File: src/hw/rtl/prbm_pkg.sv
// ---------------------------------------------------------------------------
// prbm_pkg
// Shared constants and controller/datapath interface types.
// ---------------------------------------------------------------------------
package prbm_pkg;

  localparam int unsigned STORE_BYTES = 65536;
  localparam int unsigned STORE_AW    = $clog2(STORE_BYTES);

  localparam logic [31:0] REJ_LIMIT = 32'hffff0000;

  localparam int unsigned CFG_IW = 1;
  localparam int unsigned CFG_DW = 32;
  localparam logic [CFG_IW-1:0] CFG_FIRST_POS  = 1'b0;
  localparam logic [CFG_IW-1:0] CFG_BASE_COUNT = 1'b1;

  localparam logic OP_LOAD = 1'b0;
  localparam logic OP_CMP  = 1'b1;

  // Controller to datapath commands
  typedef struct packed {
    logic capture;    // latch the incoming compare item
    logic mem_write;  // write one store byte from the input ports
    logic setup;      // open a run: window checks
    logic calc_addr;  // genome base position of this read base
    logic calc_byte;  // store byte index and lane
    logic read_mem;   // store read and range flags
    logic compare;    // count, advance, emit result
  } cmd_t;

  // Datapath to controller status
  typedef struct packed {
    logic run_active;
  } status_t;

endpackage

File: src/hw/rtl/prbm_ctrl.sv
// ---------------------------------------------------------------------------
// prbm_ctrl
// Sequencer: steps one compare item through address, read and compare.
// ---------------------------------------------------------------------------
module prbm_ctrl (
  input  logic             clk,
  input  logic             rst_n,
  input  logic             start,
  input  logic             in_op,
  input  prbm_pkg::status_t sts,
  output prbm_pkg::cmd_t   cmd,
  output logic             busy
);

  typedef enum logic [2:0] {
    S_IDLE,
    S_SETUP,
    S_ADDR,
    S_BYTE,
    S_READ,
    S_CMP
  } state_t;

  state_t state_r, state_nxt;
  logic   busy_r;
  logic   accept;

  assign accept = start && !busy_r;
  assign busy   = busy_r;

  always_comb begin
    state_nxt = state_r;
    case (state_r)
      S_IDLE: begin
        if (accept && (in_op == prbm_pkg::OP_CMP)) begin
          state_nxt = sts.run_active ? S_ADDR : S_SETUP;
        end
      end
      S_SETUP: state_nxt = S_ADDR;
      S_ADDR:  state_nxt = S_BYTE;
      S_BYTE:  state_nxt = S_READ;
      S_READ:  state_nxt = S_CMP;
      S_CMP:   state_nxt = S_IDLE;
      default: state_nxt = S_IDLE;
    endcase
  end

  always_comb begin
    cmd           = '0;
    cmd.capture   = accept && (in_op == prbm_pkg::OP_CMP);
    cmd.mem_write = accept && (in_op == prbm_pkg::OP_LOAD);
    cmd.setup     = (state_r == S_SETUP);
    cmd.calc_addr = (state_r == S_ADDR);
    cmd.calc_byte = (state_r == S_BYTE);
    cmd.read_mem  = (state_r == S_READ);
    cmd.compare   = (state_r == S_CMP);
  end

  always_ff @(posedge clk) begin
    if (!rst_n) begin
      state_r <= S_IDLE;
      busy_r  <= 1'b0;
    end else begin
      state_r <= state_nxt;
      busy_r  <= (state_nxt != S_IDLE);
    end
  end

endmodule

File: config.mk
export PLATFORM = sky130hd
export DESIGN_NAME = prbm_ctrl
export DESIGN_NICKNAME = d
export VERILOG_FILES = /design/src/hw/rtl/prbm_pkg.sv /design/src/hw/rtl/prbm_ctrl.sv
export SDC_FILE = /design/constraint.sdc
export NUM_CORES = 1
export LEC_CHECK = 0
export ABC_AREA = 1
export ABC_CLOCK_PERIOD_IN_PS = 1900
export BUFFER_PORTS_ARGS = -buffer_cell sky130_fd_sc_hd__buf_4
export CORE_AREA = 8 8 45 47
export DETAILED_ROUTE_END_ITERATION = 7
export DIE_AREA = 0 0 53 55
export GPL_TIMING_DRIVEN = 0
export PLACE_DENSITY_LB_ADDON = 0.05
export RECOVER_POWER = 100
export SYNTH_ARGS = -nofsm -noshare
export SYNTH_HDL_FRONTEND = slang
export SYNTH_SLANG_ARGS = --single-unit
File: constraint.sdc
create_clock -name clk -period 1.9 [get_ports clk]
set_input_delay 0.19 -clock clk [delete_from_list [all_inputs] [get_ports clk]]
set_output_delay 0.19 -clock clk [all_outputs]
set_load 0.02 [all_outputs]
==> results.cfg, run 1 <==
[yosys]
seq_area_frac_synth_pct = 33.9
synth_commonest_cells = 10 x nand2_1, 7 x inv_1, 4 x dfxtp_1, 4 x nor2_1
synth_nets = 44
synth_most_common_cell = nand2_1
synth_top_area_cell = dfxtp_1
netlist_instances = 39
netlist_area_um2 = 236
synth.area.top_cells = dfxtp_1 34%, nand2_1 16%, inv_1 11%, nor3_1 6.3%, nor2_1 6.3%
yosysUniqueCellTypes = 13
ys_warn_count = 0
synth-seq-cells = 4
synth_edf_count = 0
synth.avg_cell_area_um2 = 6.06
synth_top_area_share_pct = 33.9
async_reset_ff_share_pct = 0
synthFlopType = dfxtp_1

[global_route]
antenna_found_initial = 0
track_usage_pct = 5.13
grt_max_degree = 7
grt_pass1_wl_mm = 1.05
gr-total-overflow = 0
grt_pass1_vias = 255

[worst_setup_path]
r2r_end = busy$_SDFF_PN0_
worst_setup_path_end_kind = output port
worstPathArrival_ns = 1.16
critPathBufInv = 2
r2r_slack_ns = 0.84
reg2reg_from = state_r[0]$_SDFF_PN0_
worstRegToRegCells = 7
start_kind = flip-flop
slowest_stage = dfxtp_1
crit_type = reg -> out
crit_path_cell_trace = inv_1 > nor3_1 > clkbuf_1
slowest_delay_ns = 0.39
crit_required_ns = 1.71
crit_fanout = 5
critical-path-top-delay-family = flip-flops

[clocking]
post_cts_resized = 0
cts_tree = yes
clockBufferDepth = 2
ctsHoldBuffers = 0
numCtsBuffers = 3
clk_latency_ns = 0.23
cts_setup_buffers = 0
root_buffer = clkbuf_4
cts.sinks = 4
cts_htree_levels = 1
clk_pin_slew_ns = 0.03

[placed_design]
place_hpwl_um = 595
gp_congestion = 0.699
place_inst = 67
portBuffers = 12
pre_cts_ws_ns = 0.868

[timing]
setup_viol = 0
post-route-period-util_pct = 71.2
finClkSkew_ns = 0.000942
fmax_mhz = 739
hold_viol_final = 0
worstMarginPinSlew_ns = 0.266
max_slew_margin_pct = 82.4
slew_viol_final = 0
whs_ns = 0.202
period_minus_slack_ns = 1.35
setup_tns_ns = 0
fin_ws_ns = 0.547
rsz0062_at_grt = no

[floorplan]
die_x_um = 53
die_height_um = 55
fp.coreArea_um2 = 1380
die_area_um2 = 2920
rows = 14
ios = 13
initial_core_util_pct = 17.1

[drt]
ant_nets = 0
drt-total-wl_um = 678
drt_iter0_markers = 2
via_count = 278
routedWlPerCell_um = 9.69
drc = 0
dr.pass1.iters = 2
viasPerCell = 3.97

[power]
power_density_nw_per_um2 = 920
ir_drop_v = 0.000301
leakagePower_nw = 0.197

[hold_path]
hold_depth = 3
holdCritStartpoint = rst_n
hold_path_end = state_r[0]$_SDFF_PN0_
hp-class = in -> reg

[final_layout]
final_layout_size_suffix_gt1_share_pct = 16.7
final_cells = 70
diodes = 0
final_util_pct = 24.1
area_delta_synth_final_pct = 41.3
nNetsFinal = 61
n_fill_cell = 176

[outcome]
status = finished clean

[job]
drv_cap = 0
[layer usage]
layer	routed length [um]	vias up	track usage [%]
met4	0	0	5.17
met5	0	-	0
met1	284	125	4.70
met2	376	3	8.20
met3	17	0	2.41
li1	-	150	-
[logic make-up after synthesis]
logic type,share of synthesized area [%]
buffers and inverters,15.9
and+or+nand+nor,48.1
DFF,33.9
AOI/OAI and AO/OA,2.11
[layout make-up]
cell class                 instances  area [um2]  area share, %
timing repair buffer              12        60.1           18.0
sequential                         4        80.1           24.0
tap                               16        20.0           5.99
clock buffer                       3        22.5           6.74
multi-input combinational         25         114           34.1
inverter                          10        37.5           11.2
[worst register-to-register path, delay by kind of cell, from the launching register on]
family                 cells  cell delay (ns)
buffers and inverters      1             0.10
flip-flops                 1             0.42
AND/OR/NAND/NOR            6             0.43
[flip-flops by register name (all words and copies together), names as in the netlist]
name	count
state_r	3
busy	1
[per-stage QoR]
stage | instance area (um2) | power, mW
2_1_floorplan | 236 | 0.183
3_3_place_gp | 347 | 0.231
3_5_place_dp | 347 | 0.232
4_1_cts | 369 | 0.335
5_1_grt | 334 | 0.338
6_report | 334 | 0.307
[power by group]
part           switching (mW)  internal [mW]
clock                  0.0280         0.0701
combinational          0.0629         0.0311
sequential             0.0175         0.0978
[cells in the final DEF, fill, tap and decap left out]
cell type and count:
nand4_1 2, buf_4 4, inv_2 1, a21oi_1 1, nand2_1 11, dfxtp_1 4
nor2_1 5, nor3_1 3, clkbuf_1 8, and3_1 1, nor3_2 1, clkbuf_4 3
inv_1 9, nand3_1 1
[how the worst max path moves through the flow]
stage                          start         endpoint  slack [ns]  depth (start not counted)
2_1_floorplan  state_r[2]$_SDFF_PN0_           cmd[0]        0.76                          2
3_3_place_gp   state_r[0]$_SDFF_PN0_  busy$_SDFF_PN0_        0.88                          7
3_5_place_dp   state_r[2]$_SDFF_PN0_           cmd[0]        0.87                          3
4_1_cts        state_r[2]$_SDFF_PN0_           cmd[0]        0.62                          3
5_1_grt        state_r[2]$_SDFF_PN0_           cmd[1]        0.43                          3
6_report       state_r[2]$_SDFF_PN0_           cmd[0]        0.55                          3
No activity file was read; power rests on OpenSTA's default activity.
==> run 2, diff against run 1 <==
--- a/config.mk
+++ b/config.mk
@@ -6,7 +6,7 @@
 export NUM_CORES = 1
 export LEC_CHECK = 0
 export ABC_AREA = 1
-export ABC_CLOCK_PERIOD_IN_PS = 1900
+export ABC_CLOCK_PERIOD_IN_PS = 1110
 export BUFFER_PORTS_ARGS = -buffer_cell sky130_fd_sc_hd__buf_4
 export CORE_AREA = 8 8 45 47
 export DETAILED_ROUTE_END_ITERATION = 7
==> constraint.sdc (replaced) <==
create_clock -name clk -period 1.11 [get_ports clk]
set_input_delay 0.111 -clock clk [delete_from_list [all_inputs] [get_ports clk]]
set_output_delay 0.111 -clock clk [all_outputs]
set_load 0.02 [all_outputs]
==> results.cfg, run 2 (synthesis gave the netlist of run 1 again) <==
[outcome]
status = finished clean

[timing]
max_slew_margin_pct = 82.6
hold_viol_final = 0
worstMarginPinSlew_ns = 0.262
slew_viol_final = 0
setup_viol = 0
finClkSkew_ns = 0.00323
rsz0062_at_grt = yes
post-route-period-util_pct = 95.5
period_minus_slack_ns = 1.06
whs_ns = 0.122
setup_tns_ns = 0
fmax_mhz = 944

[floorplan]
die_area_um2 = 2920
die_x_um = 53
die_height_um = 55
initial_core_util_pct = 17.1
ios = 13
fp.coreArea_um2 = 1380
rows = 14

[global_route]
grt_pass1_wl_mm = 1.08
gr-total-overflow = 0
grt_pass1_vias = 265
antenna_found_initial = 0
track_usage_pct = 5.25
grt_max_degree = 7

[final_layout]
n_fill_cell = 171
nNetsFinal = 61
top_register = state_r
diodes = 0
register_area_um2 = 92.6
largest_register_ffs = 3
multi_input_area_um2 = 129
final_layout_size_suffix_gt1_share_pct = 46.3
final_cells = 70
final_util_pct = 28.5
layout_common_cells = 10 x nand2_1, 10 x buf_4, 7 x inv_1, 4 x nor2_1
area_delta_synth_final_pct = 66.7

[clocking]
clk_latency_ns = 0.23
root_buffer = clkbuf_4
clockBufferDepth = 2
cts_tree = yes
numCtsBuffers = 3
cts_setup_buffers = 0
cts.sinks = 4
ctsHoldBuffers = 0
clk_pin_slew_ns = 0.04
cts_htree_levels = 1

[drt]
drc = 0
viasPerCell = 4.04
drt-total-wl_um = 675
wl_met2_um = 392
dr.pass1.iters = 2
routedWlPerCell_um = 9.64
top_layer = met3
drt-met1-wl_um = 257
dr_wl_met3_um = 25
drt_iter0_markers = 2
ant_nets = 0
via_count = 283

[worst_setup_path]
critPathBufInv = 2
slowest_stage = dfxtp_4
crit_start = state_r[0]$_SDFF_PN0_
worstRegToRegCells = 7
slowest_delay_ns = 0.38
crit_type = reg -> out
r2r_slack_ns = 0.17
crit_fanout = 5
reg2reg_from = state_r[0]$_SDFF_PN0_
critical-path-top-delay-family = flip-flops
r2r_end = busy$_SDFF_PN0_
crit_required_ns = 1.00
cp-endpoint = cmd[0]
crit_path_cell_trace = inv_4 > nor3_2 > buf_4
crit_cells = 3
start_kind = flip-flop
worstPathArrival_ns = 0.95
worst_setup_path_end_kind = output port

[job]
drv_cap = 0

[placed_design]
gp_congestion = 0.699
portBuffers = 12
place_hpwl_um = 595
place_inst = 67

[power]
power_density_nw_per_um2 = 1440
leakagePower_nw = 0.231
ir_drop_v = 0.000550
finalPower_mw = 0.566

[hold_path]
hp-class = in -> reg
==> run 2: cell count changes in the layout (fill, tap and decap cells not counted), moves of 2 or more <==
cell,delta
buf_4,+6
inv_1,-2
clkbuf_1,-7
dfxtp_4,+3
dfxtp_1,-4
==> run 2: final cells by class <==
cell class	instances	share of cell area (%)
Sequential cell	4	23.5
Tap cell	16	5.08
Clock buffer	3	5.71
Multi-Input combinational cell	25	32.7
Timing Repair Buffer	12	22.9
Inverter	10	10.2
==> run 2: through the flow <==
stage | cell area (um2) | worst slack [ns]
final | 394 | 0.0505
after detailed placement | 347 | 0.0783
after CTS | 380 | 0.0137
after global placement | 347 | 0.0905
after floorplan | 236 | 0.0496
after global routing | 394 | -0.0231
==> run 2: report_power, final <==
group	switching (mW)	total, mW	internal [mW]	leakage, nW
registers	0.0335	0.205	0.172	0.0353
logic	0.116	0.191	0.0753	0.182
clock network	0.0498	0.170	0.120	0.0138
total	0.199	0.566	0.367	0.231
==> run 2: how the worst min path moves through the flow <==
stage | startpoint | to | depth (start not counted)
floorplan | rst_n | state_r[0]$_SDFF_PN0_ | 2
global placement | rst_n | state_r[0]$_SDFF_PN0_ | 3
detailed placement | rst_n | state_r[0]$_SDFF_PN0_ | 3
CTS | rst_n | state_r[0]$_SDFF_PN0_ | 3
global route | rst_n | state_r[0]$_SDFF_PN0_ | 3
finish | rst_n | state_r[0]$_SDFF_PN0_ | 3
==> run 2: timing repair <==
item,4_1_cts,5_1_grt
endpoints found under the setup margin,5,7
gates resized for setup,5,6
pin swaps,0,1
==> run 2: metal layers <==
| metal | vias up | GRT usage, % |
|---|---|---|
| li1 | 150 | - |
| met1 | 130 | 4.71 |
| met2 | 3 | 8.59 |
| met3 | 0 | 2.41 |
| met4 | 0 | 5.17 |
| met5 | - | 0 |
==> run 2: tightest hold or removal path: stages <==
cell and delay [ns]:
buf_4 0.09, nand2_1 0.07, inv_1 0.05
